## config.mk

```make
export PLATFORM = sky130hd
export DESIGN_NAME = peak_merge_topk_detector
export DESIGN_NICKNAME = d
export VERILOG_FILES = /design/src/sv/pmtk_pkg.sv /design/src/sv/pmtk_front.sv /design/src/sv/pmtk_cell.sv /design/src/sv/pmtk_outq.sv /design/src/sv/peak_merge_topk_detector.sv
export SDC_FILE = /design/constraint.sdc
export NUM_CORES = 2
export LEC_CHECK = 0
export BUFFER_PORTS_ARGS = -buffer_cell sky130_fd_sc_hd__buf_4
export CORE_ASPECT_RATIO = 1.5
export CORE_MARGIN = 1.5
export CORE_UTILIZATION = 45
export CTS_CLUSTER_DIAMETER = 50
export DETAILED_ROUTE_END_ITERATION = 8
export HOLD_SLACK_MARGIN = 0.1
export SLEW_MARGIN = 20
export SYNTH_ARGS = -nofsm -noshare
export SYNTH_HDL_FRONTEND = slang
export SYNTH_SLANG_ARGS = --single-unit
```

## constraint.sdc

```tcl
create_clock -name clk_i -period 22.1 [get_ports clk_i]
set_input_delay 1.105 -clock clk_i [delete_from_list [all_inputs] [get_ports clk_i]]
set_output_delay 1.105 -clock clk_i [all_outputs]
set_load 0.03 [all_outputs]
```

## src/sv/pmtk_pkg.sv

```systemverilog
// ----------------------------------------------------------------------------
// pmtk_pkg
// Types and constants shared by the peak detector and its top-K list.
// ----------------------------------------------------------------------------
package pmtk_pkg;

  localparam int SAMPLE_W     = 16;
  localparam int PEAK_INDEX_W = 11;
  localparam int DIST_W       = 11;
  localparam int MAXPK_W      = 5;
  localparam int CFG_IDX_W    = 2;
  localparam int CFG_DATA_W   = 16;

  localparam int MAX_POINTS_DEF = 2048;
  localparam int TOP_DEPTH_DEF  = 16;

  // Configuration register indexes
  localparam logic [CFG_IDX_W-1:0] CFG_MIN_DISTANCE  = 2'd0;
  localparam logic [CFG_IDX_W-1:0] CFG_MAX_PEAKS     = 2'd1;
  localparam logic [CFG_IDX_W-1:0] CFG_MIN_THRESHOLD = 2'd2;

  // Reset values of the configuration registers (threshold 0.03 in Q1.14)
  localparam logic [DIST_W-1:0]          MIN_DISTANCE_RST  = 11'd20;
  localparam logic [MAXPK_W-1:0]         MAX_PEAKS_RST     = 5'd16;
  localparam logic signed [SAMPLE_W-1:0] MIN_THRESHOLD_RST = 16'sd492;

  typedef logic signed [SAMPLE_W-1:0] sample_t;

  typedef struct packed {
    sample_t sample;
    logic    end_of_frame;
  } in_item_t;

  typedef struct packed {
    logic [PEAK_INDEX_W-1:0] peak_index;
    sample_t                 peak_value;
    logic                    peak_valid;
    logic                    last_result;
  } out_item_t;

  // One peak: list entry or released peak
  typedef struct packed {
    logic                    vld;
    logic [PEAK_INDEX_W-1:0] idx;
    sample_t                 val;
  } entry_t;

  // Events that one accepted sample hands to the list stage
  typedef struct packed {
    entry_t r1;   // peak released by a far newer peak
    entry_t r2;   // held peak released at frame end
    logic   eof;
  } ev_t;

endpackage

```

## src/sv/pmtk_front.sv

```systemverilog
// ----------------------------------------------------------------------------
// pmtk_front
// Sample window, local-maximum test and merging of close peaks.
// ----------------------------------------------------------------------------
module pmtk_front #(
  parameter int MAX_POINTS = pmtk_pkg::MAX_POINTS_DEF
) (
  input  logic                           clk_i,
  input  logic                           rst_ni,
  input  logic                           accept_i,
  input  pmtk_pkg::in_item_t             item_i,
  input  logic [pmtk_pkg::DIST_W-1:0]    min_distance_i,
  output pmtk_pkg::ev_t                  ev_o
);
  import pmtk_pkg::*;

  localparam int IdxW  = $clog2(MAX_POINTS);
  localparam int CntW  = $clog2(MAX_POINTS + 2);
  localparam int DiffW = (IdxW > DIST_W) ? IdxW : DIST_W;

  sample_t         prev_q, earlier_q;
  logic [CntW-1:0] cnt_q;
  logic [IdxW-1:0] hidx_q, hidx_d;
  sample_t         hval_q, hval_d;
  logic            hpres_q, hpres_d;

  logic            is_peak, far;
  logic [IdxW-1:0] pidx, span;
  entry_t          r1, r2;

  assign is_peak = (cnt_q >= CntW'(2)) && (cnt_q <= CntW'(MAX_POINTS)) &&
                   (prev_q > earlier_q) && (prev_q > item_i.sample);
  assign pidx    = IdxW'(cnt_q - CntW'(1));
  assign span    = pidx - hidx_q;
  assign far     = DiffW'(span) > DiffW'(min_distance_i);

  always_comb begin
    hidx_d  = hidx_q;
    hval_d  = hval_q;
    hpres_d = hpres_q;
    r1      = '0;
    if (is_peak) begin
      if (!hpres_q) begin
        hpres_d = 1'b1;
        hidx_d  = pidx;
        hval_d  = prev_q;
      end else if (far) begin
        r1.vld = 1'b1;
        r1.idx = PEAK_INDEX_W'(hidx_q);
        r1.val = hval_q;
        hidx_d = pidx;
        hval_d = prev_q;
      end else if (prev_q > hval_q) begin
        hidx_d = pidx;
        hval_d = prev_q;
      end
    end
    // release whatever is held once the frame ends
    r2.vld = item_i.end_of_frame & hpres_d;
    r2.idx = PEAK_INDEX_W'(hidx_d);
    r2.val = hval_d;
  end

  assign ev_o.r1  = r1;
  assign ev_o.r2  = r2;
  assign ev_o.eof = item_i.end_of_frame;

  always_ff @(posedge clk_i or negedge rst_ni) begin
    if (!rst_ni) begin
      prev_q    <= '0;
      earlier_q <= '0;
      cnt_q     <= '0;
      hidx_q    <= '0;
      hval_q    <= '0;
      hpres_q   <= 1'b0;
    end else if (accept_i) begin
      if (item_i.end_of_frame) begin
        prev_q    <= '0;
        earlier_q <= '0;
        cnt_q     <= '0;
        hidx_q    <= '0;
        hval_q    <= '0;
        hpres_q   <= 1'b0;
      end else begin
        prev_q    <= item_i.sample;
        earlier_q <= prev_q;
        if (cnt_q <= CntW'(MAX_POINTS)) begin
          cnt_q <= cnt_q + CntW'(1);
        end
        hidx_q  <= hidx_d;
        hval_q  <= hval_d;
        hpres_q <= hpres_d;
      end
    end
  end

endmodule

```

## src/sv/pmtk_cell.sv

```systemverilog
// ----------------------------------------------------------------------------
// pmtk_cell
// One slot of the sorted top-K chain: compare with the offered peak, then
// keep, take the offered peak, or take the left neighbor's entry.
// ----------------------------------------------------------------------------
module pmtk_cell (
  input  logic             clk_i,
  input  logic             rst_ni,
  input  pmtk_pkg::entry_t ins_i,     // vld high: insert this peak
  input  logic             left_ge_i, // left neighbor stays ahead of ins_i
  input  pmtk_pkg::entry_t left_i,    // left neighbor, vld within the limit
  input  logic             lim_i,     // slot lies below the list limit
  input  logic             clear_i,
  output pmtk_pkg::entry_t ent_o,     // vld within the limit
  output logic             ge_o,
  output pmtk_pkg::entry_t nxt_o      // next content, vld within the limit
);
  import pmtk_pkg::*;

  logic    vld_q;
  sample_t val_q;
  logic [PEAK_INDEX_W-1:0] idx_q;
  logic    eff;
  entry_t  nxt;

  assign eff  = vld_q & lim_i;
  assign ge_o = eff && (val_q >= ins_i.val);

  always_comb begin
    if (!ins_i.vld) begin
      nxt = '{vld: vld_q, idx: idx_q, val: val_q};
    end else if (ge_o) begin
      nxt = '{vld: eff, idx: idx_q, val: val_q};
    end else if (left_ge_i) begin
      nxt = '{vld: lim_i, idx: ins_i.idx, val: ins_i.val};
    end else begin
      nxt = '{vld: lim_i & left_i.vld, idx: left_i.idx, val: left_i.val};
    end
  end

  assign ent_o = '{vld: eff, idx: idx_q, val: val_q};
  assign nxt_o = '{vld: nxt.vld & lim_i, idx: nxt.idx, val: nxt.val};

  always_ff @(posedge clk_i or negedge rst_ni) begin
    if (!rst_ni) begin
      vld_q <= 1'b0;
    end else begin
      vld_q <= clear_i ? 1'b0 : nxt.vld;
    end
  end

  always_ff @(posedge clk_i) begin
    idx_q <= nxt.idx;
    val_q <= nxt.val;
  end

endmodule

```

## src/sv/pmtk_outq.sv

```systemverilog
// ----------------------------------------------------------------------------
// pmtk_outq
// Result buffer: loads a finished list at once and shifts it out one
// transaction at a time.
// ----------------------------------------------------------------------------
module pmtk_outq #(
  parameter int TOP_DEPTH = pmtk_pkg::TOP_DEPTH_DEF
) (
  input  logic                clk_i,
  input  logic                rst_ni,
  input  logic                load_i,
  input  pmtk_pkg::entry_t    load_ent_i [TOP_DEPTH],
  output logic                busy_o,
  output logic                out_valid_o,
  input  logic                out_ready_i,
  output pmtk_pkg::out_item_t out_data_o
);
  import pmtk_pkg::*;

  logic [TOP_DEPTH-1:0] occ_q, occ_d, load_occ;
  logic [TOP_DEPTH:0]   occ_ext;
  logic                 pv_q, any_vld, pop;
  entry_t               ent_q [TOP_DEPTH];

  always_comb begin
    for (int k = 0; k < TOP_DEPTH; k++) begin
      load_occ[k] = load_ent_i[k].vld;
    end
  end

  assign any_vld = |load_occ;
  assign occ_ext = {1'b0, occ_q};
  assign pop     = occ_q[0] & out_ready_i;

  always_comb begin
    if (load_i) begin
      // an empty list still gives one invalid result
      occ_d = any_vld ? load_occ : TOP_DEPTH'(1);
    end else if (pop) begin
      occ_d = occ_ext[TOP_DEPTH:1];
    end else begin
      occ_d = occ_q;
    end
  end

  always_ff @(posedge clk_i or negedge rst_ni) begin
    if (!rst_ni) begin
      occ_q <= '0;
      pv_q  <= 1'b0;
    end else begin
      occ_q <= occ_d;
      if (load_i) begin
        pv_q <= any_vld;
      end
    end
  end

  for (genvar k = 0; k < TOP_DEPTH; k++) begin : g_slot
    entry_t ld, sh;
    assign ld = (any_vld || k != 0) ? load_ent_i[k] : '0;
    if (k < TOP_DEPTH - 1) begin : g_mid
      assign sh = ent_q[k+1];
    end else begin : g_end
      assign sh = ent_q[k];
    end
    always_ff @(posedge clk_i) begin
      if (load_i) begin
        ent_q[k] <= ld;
      end else if (pop) begin
        ent_q[k] <= sh;
      end
    end
  end

  assign busy_o                 = occ_q[0];
  assign out_valid_o            = occ_q[0];
  assign out_data_o.peak_index  = ent_q[0].idx;
  assign out_data_o.peak_value  = ent_q[0].val;
  assign out_data_o.peak_valid  = pv_q;
  assign out_data_o.last_result = ~occ_ext[1];

endmodule

```

## src/sv/peak_merge_topk_detector.sv

```systemverilog
// ----------------------------------------------------------------------------
// peak_merge_topk_detector
// Local-maximum peak detector with merging of close peaks and a sorted
// top-K list built in a chain of compare-and-shift cells.
// ----------------------------------------------------------------------------
// Throughput: one sample per cycle while not stalled; each chain cell
//   inserts one peak a cycle. A frame end that releases two peaks inserts
//   both before the list loads into the output buffer; results then leave
//   one per cycle while out_ready_i is high. Input stalls after an end of
//   frame with two releases, and while a frame end waits on the busy buffer.
// Reset: registers 20 / 16 / 492, frame state cleared, list and buffer empty.
module peak_merge_topk_detector #(
  parameter int MAX_POINTS = pmtk_pkg::MAX_POINTS_DEF,
  parameter int TOP_DEPTH  = pmtk_pkg::TOP_DEPTH_DEF
) (
  input  logic                                clk_i,
  input  logic                                rst_ni,
  input  logic                                cfg_we_i,
  input  logic [pmtk_pkg::CFG_IDX_W-1:0]      cfg_idx_i,
  input  logic [pmtk_pkg::CFG_DATA_W-1:0]     cfg_data_i,
  input  logic                                in_valid_i,
  output logic                                in_ready_o,
  input  pmtk_pkg::in_item_t                  in_data_i,
  output logic                                out_valid_o,
  input  logic                                out_ready_i,
  output pmtk_pkg::out_item_t                 out_data_o
);
  import pmtk_pkg::*;

  logic [DIST_W-1:0]  min_distance_q;
  logic [MAXPK_W-1:0] max_peaks_q;
  sample_t            min_threshold_q;

  ev_t    front_ev, ev_q, ev_d;
  logic   accept, both_rel, copy, ob_busy;
  entry_t sel, ins;

  entry_t               cell_ent [TOP_DEPTH];
  entry_t               cell_nxt [TOP_DEPTH];
  logic [TOP_DEPTH-1:0] cell_ge, cell_lim, cell_eff;

  // Configuration
  always_ff @(posedge clk_i or negedge rst_ni) begin
    if (!rst_ni) begin
      min_distance_q  <= MIN_DISTANCE_RST;
      max_peaks_q     <= MAX_PEAKS_RST;
      min_threshold_q <= MIN_THRESHOLD_RST;
    end else if (cfg_we_i) begin
      unique case (cfg_idx_i)
        CFG_MIN_DISTANCE:  min_distance_q  <= cfg_data_i[DIST_W-1:0];
        CFG_MAX_PEAKS:     max_peaks_q     <= cfg_data_i[MAXPK_W-1:0];
        CFG_MIN_THRESHOLD: min_threshold_q <= sample_t'(cfg_data_i[SAMPLE_W-1:0]);
        default: ;
      endcase
    end
  end

  pmtk_front #(.MAX_POINTS(MAX_POINTS)) u_front (
    .clk_i          (clk_i),
    .rst_ni         (rst_ni),
    .accept_i       (accept),
    .item_i         (in_data_i),
    .min_distance_i (min_distance_q),
    .ev_o           (front_ev)
  );

  // Event stage: one insertion per cycle, then hand the list to the buffer
  assign both_rel   = ev_q.r1.vld & ev_q.r2.vld;
  assign copy       = ev_q.eof & ~both_rel & ~ob_busy;
  assign in_ready_o = ~both_rel & (~ev_q.eof | ~ob_busy);
  assign accept     = in_valid_i & in_ready_o;

  assign sel = ev_q.r1.vld ? ev_q.r1 : ev_q.r2;
  assign ins = '{vld: sel.vld && (sel.val >= min_threshold_q),
                 idx: sel.idx, val: sel.val};

  always_comb begin
    ev_d = ev_q;
    if (ev_q.r1.vld) begin
      ev_d.r1.vld = 1'b0;
    end else begin
      ev_d.r2.vld = 1'b0;
    end
    if (copy) begin
      ev_d.eof = 1'b0;
    end
    if (accept) begin
      ev_d = front_ev;
    end
  end

  always_ff @(posedge clk_i or negedge rst_ni) begin
    if (!rst_ni) begin
      ev_q <= '0;
    end else begin
      ev_q <= ev_d;
    end
  end

  // Chain of list cells, highest value at slot 0
  for (genvar k = 0; k < TOP_DEPTH; k++) begin : g_cell
    entry_t left;
    logic   left_ge;
    assign cell_lim[k] = 32'(max_peaks_q) > 32'(k);
    assign cell_eff[k] = cell_ent[k].vld;
    if (k == 0) begin : g_head
      assign left    = '0;
      assign left_ge = 1'b1;
    end else begin : g_body
      assign left    = cell_ent[k-1];
      assign left_ge = cell_ge[k-1];
    end
    pmtk_cell u_cell (
      .clk_i     (clk_i),
      .rst_ni    (rst_ni),
      .ins_i     (ins),
      .left_ge_i (left_ge),
      .left_i    (left),
      .lim_i     (cell_lim[k]),
      .clear_i   (copy),
      .ent_o     (cell_ent[k]),
      .ge_o      (cell_ge[k]),
      .nxt_o     (cell_nxt[k])
    );
  end

  pmtk_outq #(.TOP_DEPTH(TOP_DEPTH)) u_outq (
    .clk_i       (clk_i),
    .rst_ni      (rst_ni),
    .load_i      (copy),
    .load_ent_i  (cell_nxt),
    .busy_o      (ob_busy),
    .out_valid_o (out_valid_o),
    .out_ready_i (out_ready_i),
    .out_data_o  (out_data_o)
  );

  // Live list entries always form a prefix of the chain
  a_list_prefix: assert property (@(posedge clk_i) disable iff (!rst_ni)
    $onehot({1'b0, cell_eff} + (TOP_DEPTH + 1)'(1)))
    else $error("list entries not contiguous");

  a_empty_result: assert property (@(posedge clk_i) disable iff (!rst_ni)
    out_valid_o && !out_data_o.peak_valid |->
      out_data_o.last_result && out_data_o.peak_index == '0 &&
      out_data_o.peak_value == '0)
    else $error("invalid result not a lone zero item");

  a_eof_reaches_stage: assert property (@(posedge clk_i) disable iff (!rst_ni)
    accept && in_data_i.end_of_frame |=> ev_q.eof)
    else $error("frame end lost");

  a_end_release: assert property (@(posedge clk_i) disable iff (!rst_ni)
    ev_q.r2.vld |-> ev_q.eof)
    else $error("held peak released outside frame end");

  a_ready_when_idle: assert property (@(posedge clk_i) disable iff (!rst_ni)
    !(ev_q.r1.vld || ev_q.r2.vld || ev_q.eof) |-> in_ready_o)
    else $error("input stalled with empty event stage");

endmodule
```

==> run metrics <==
run status complete, no violations; cell at the root of the clock tree clkbuf_16; data arrival time of the critical path between 6 and 7 ns; final setup margin 15.71 ns; H-tree lvl count 3; Tmin final approximately 6.4 ns; start point of the critical path ev_q[56]; final hold violations 0; biggest fanout along the worst timing path 56; ANT cells 0; cell family with most CP delay simple AND/OR/NAND/NOR gates; Buf/Inv on CP 5; most common cell type on the critical path buf_4; async set-reset flop share out of synthesis 0.183; number of cells on the worst reg-to-reg path 17; startpoint class of the critical path flip-flop; mean post-synth cell area 10.1 um2; vertical die dimension around 420 um; # resized after CTS 0; number of clock buffers inserted by TritonCTS 112; cell type with the largest total area after synthesis edfxtp_1; register area share after synthesis 0.509; Die Outline Area 118000 um2; number of distinct library cells after synthesis about 80; CTS tree done; final worst path period share 0.289; Die X-Extent 281 um; Setup crit end u_outq.ent_q[0][5]; worst clock skew on the final layout 0.0302 ns; vias after detailed routing 36300; RSZ-0062 raised after global routing no; type of the tightest min-delay check in2async; synthesized net count around 5600; Setup TNS Final 0 ns; commonest cells after routing, fill and taps aside nand2_1, o21ai_0, dfxtp_1, edfxtp_1, mux2_2; routed wire length per instance 19.3 um; largest buffer count on any clock path 3; final routed wirelength across all metal layers 130000 um; Static Leak 23.0 nW; longest individual stage delay on the worst path 0.75 ns; via density per instance 5.40; total of hold buffers inserted after clock tree synthesis 0; DRC viols 0; Setup CP Type reg2reg; total congestion overflow 0; worst hold-check slack 0.289 ns; Initial DRT Pass Iterations 5; number of top-level pins 71; Worst IR Drop VDD between 90 and 100 uV; Synth Cell Area 52100 um2; clock latency at the later pin of the worst-skew pair around 0.74 ns; Max stage delay cell, worst path buf_4; max-slew violations 0; starting DRC count in detailed routing 2039; post-synthesis cell count 5168; number of buffers inserted to repair setup after CTS 0; HPWL after detailed placement about 90000 um; actual slew at the worst max-slew pin 1.18 ns; power per cell area 159 nW/um2; total stage count of the critical path 17; share of post-route cells with drive strength above 1 0.157; most area-consuming cells after synthesis edfxtp_1, dfxtp_1, dfrtp_1; Final Power 9.22 mW; aggregate global-route resource usage 0.222; Setup Slack @ Placement 15.74 ns; max_cap viols 0; kind of capture point of the worst setup path flip-flop; count of flip-flops with a built-in enable after synthesis 432; core area about 110000 um2; post-CTS clock slew at the launch and capture registers of the worst setup and hold paths around 0.060 ns; cell-by-cell listing of the critical path buf_4 -> mux2i_4 -> buf_4 -> inv_1 -> ha_1 -> nand4_1 -> or4_1 -> nand3_1 -> or4b_1 -> and2_1 -> buf_4 -> nand2b_4 -> o221ai_1 -> nand3_1 -> nor4b_4 -> buf_4 -> a211oi_1; reg-to-reg endpoint u_outq.ent_q[0][5]; number of antenna violations at the first check in global routing 0; setup violation total in the final timing report 0; maximum number of pins on one net before global-route repair between 150 and 200; required arrival time at the worst endpoint 22.54 ns; warning count from the yosys run 0; number of buffer cells added on primary ports 70; Final nets 5467; most common library cell in the layout ignoring fill and taps nand2_1; top cell type's share of synthesized area 0.249; global-route wire length before repair between 200000 and 250000 um; worst reg2reg startpoint ev_q[56]; Seq cells post-synth between 1000 and 1500; RD Place Congestion between 0.8 and 0.9; setup slack, reg-to-reg about 16 ns; vias in the first global route 36400; top flip-flop cell by instance count after synthesis edfxtp_1; area delta synth->final 11.2%; sinks on the clock net 1058; effective utilization at floorplan 0.455; Max-Slew Margin vs Limit 0.211; number of rows in the core area 152; Achievable Freq roughly 160 MHz; DRT antenna net count 0
[flip-flops by register name, indices dropped and copies added (netlist names), 57 cells and up]
name,cells
g_cell.u_cell.val_q,256
ev_q,57
u_outq.ent_q,432
g_cell.u_cell.idx_q,176
[cell type report]
cell class | count | area [um2]
timing repair buffer | 143 | 1120
clock inverter | 55 | 602
tap | 1540 | 1930
sequential | 1058 | 26500
fill | 10400 | 56600
multi-input combinational | 3584 | 23900
clock buffer | 159 | 3190
inverter | 183 | 687
[per-layer routing]
metal	track usage	share of wire
met5	0	0
met2	0.400	0.51
met1	0.254	0.40
met4	0.128	0.058
met3	0.0209	0.026
[cells by family after synthesis]
logic type,synth area share
buffers and inverters,0.0414
flip-flops,0.509
AO/OA/AOI/OAI,0.159
AND/OR/NAND/NOR,0.109
adder cells (fa/ha/maj),0.0831
multiplexers,0.0951
XOR/XNOR,0.00421
[worst min-delay path by stage]
stage / startpoint / to / slack, ns / cells after the start
after floorplan: g_cell[15].u_cell.idx_q[0] / g_cell[15].u_cell.idx_q[0] / 0.43 / 2
after global placement: g_cell[15].u_cell.idx_q[7] / g_cell[15].u_cell.idx_q[7] / 0.44 / 2
after global routing: rst_ni / u_front.cnt_q[10] / 0.29 / 1
final: rst_ni / u_front.prev_q[3] / 0.29 / 1
after detailed placement: g_cell[15].u_cell.idx_q[3] / g_cell[15].u_cell.idx_q[3] / 0.45 / 2
after CTS: g_cell[15].u_cell.idx_q[1] / g_cell[15].u_cell.idx_q[1] / 0.47 / 2
[cell usage after synthesis, types with 9 or more instances]
cell type / instances
clkbuf_1: 272
nand2_1: 799
a211oi_2: 20
xnor2_1: 13
edfxtp_1: 432
nor2_1: 280
mux2_2: 405
nand4_1: 72
buf_4: 28
a21o_1: 68
nor2b_1: 31
a22o_1: 54
xor2_1: 12
a21oi_1: 362
and3_1: 18
a211oi_1: 36
o31ai_1: 23
a2111oi_0: 9
mux2i_1: 39
nor4_1: 9
buf_2: 10
ha_1: 344
dfxtp_1: 432
dfrtp_1: 185
o21ai_0: 751
buf_1: 25
o21a_1: 16
nand3_1: 32
nor3_1: 27
inv_1: 182
a41o_1: 17
o211ai_1: 20
dfstp_2: 9
nand2b_1: 20
[metrics by stage]
stage / utilization / std cells / cell area, um2
detailed placement: 0.472 / 6507 / 54100
floorplan: - / 5168 / 52100
CTS: 0.505 / 6721 / 57900
global placement: 0.472 / 6507 / 54100
global route: 0.506 / 6722 / 57900
finish: 0.506 / 6722 / 57900
[power by group]
part / switching (mW) / internal, mW
Sequential: 0.374 / 2.91
Combinational: 2.50 / 1.52
Clock: 0.840 / 1.08
Note: power is estimated with default switching activity, not from simulation.
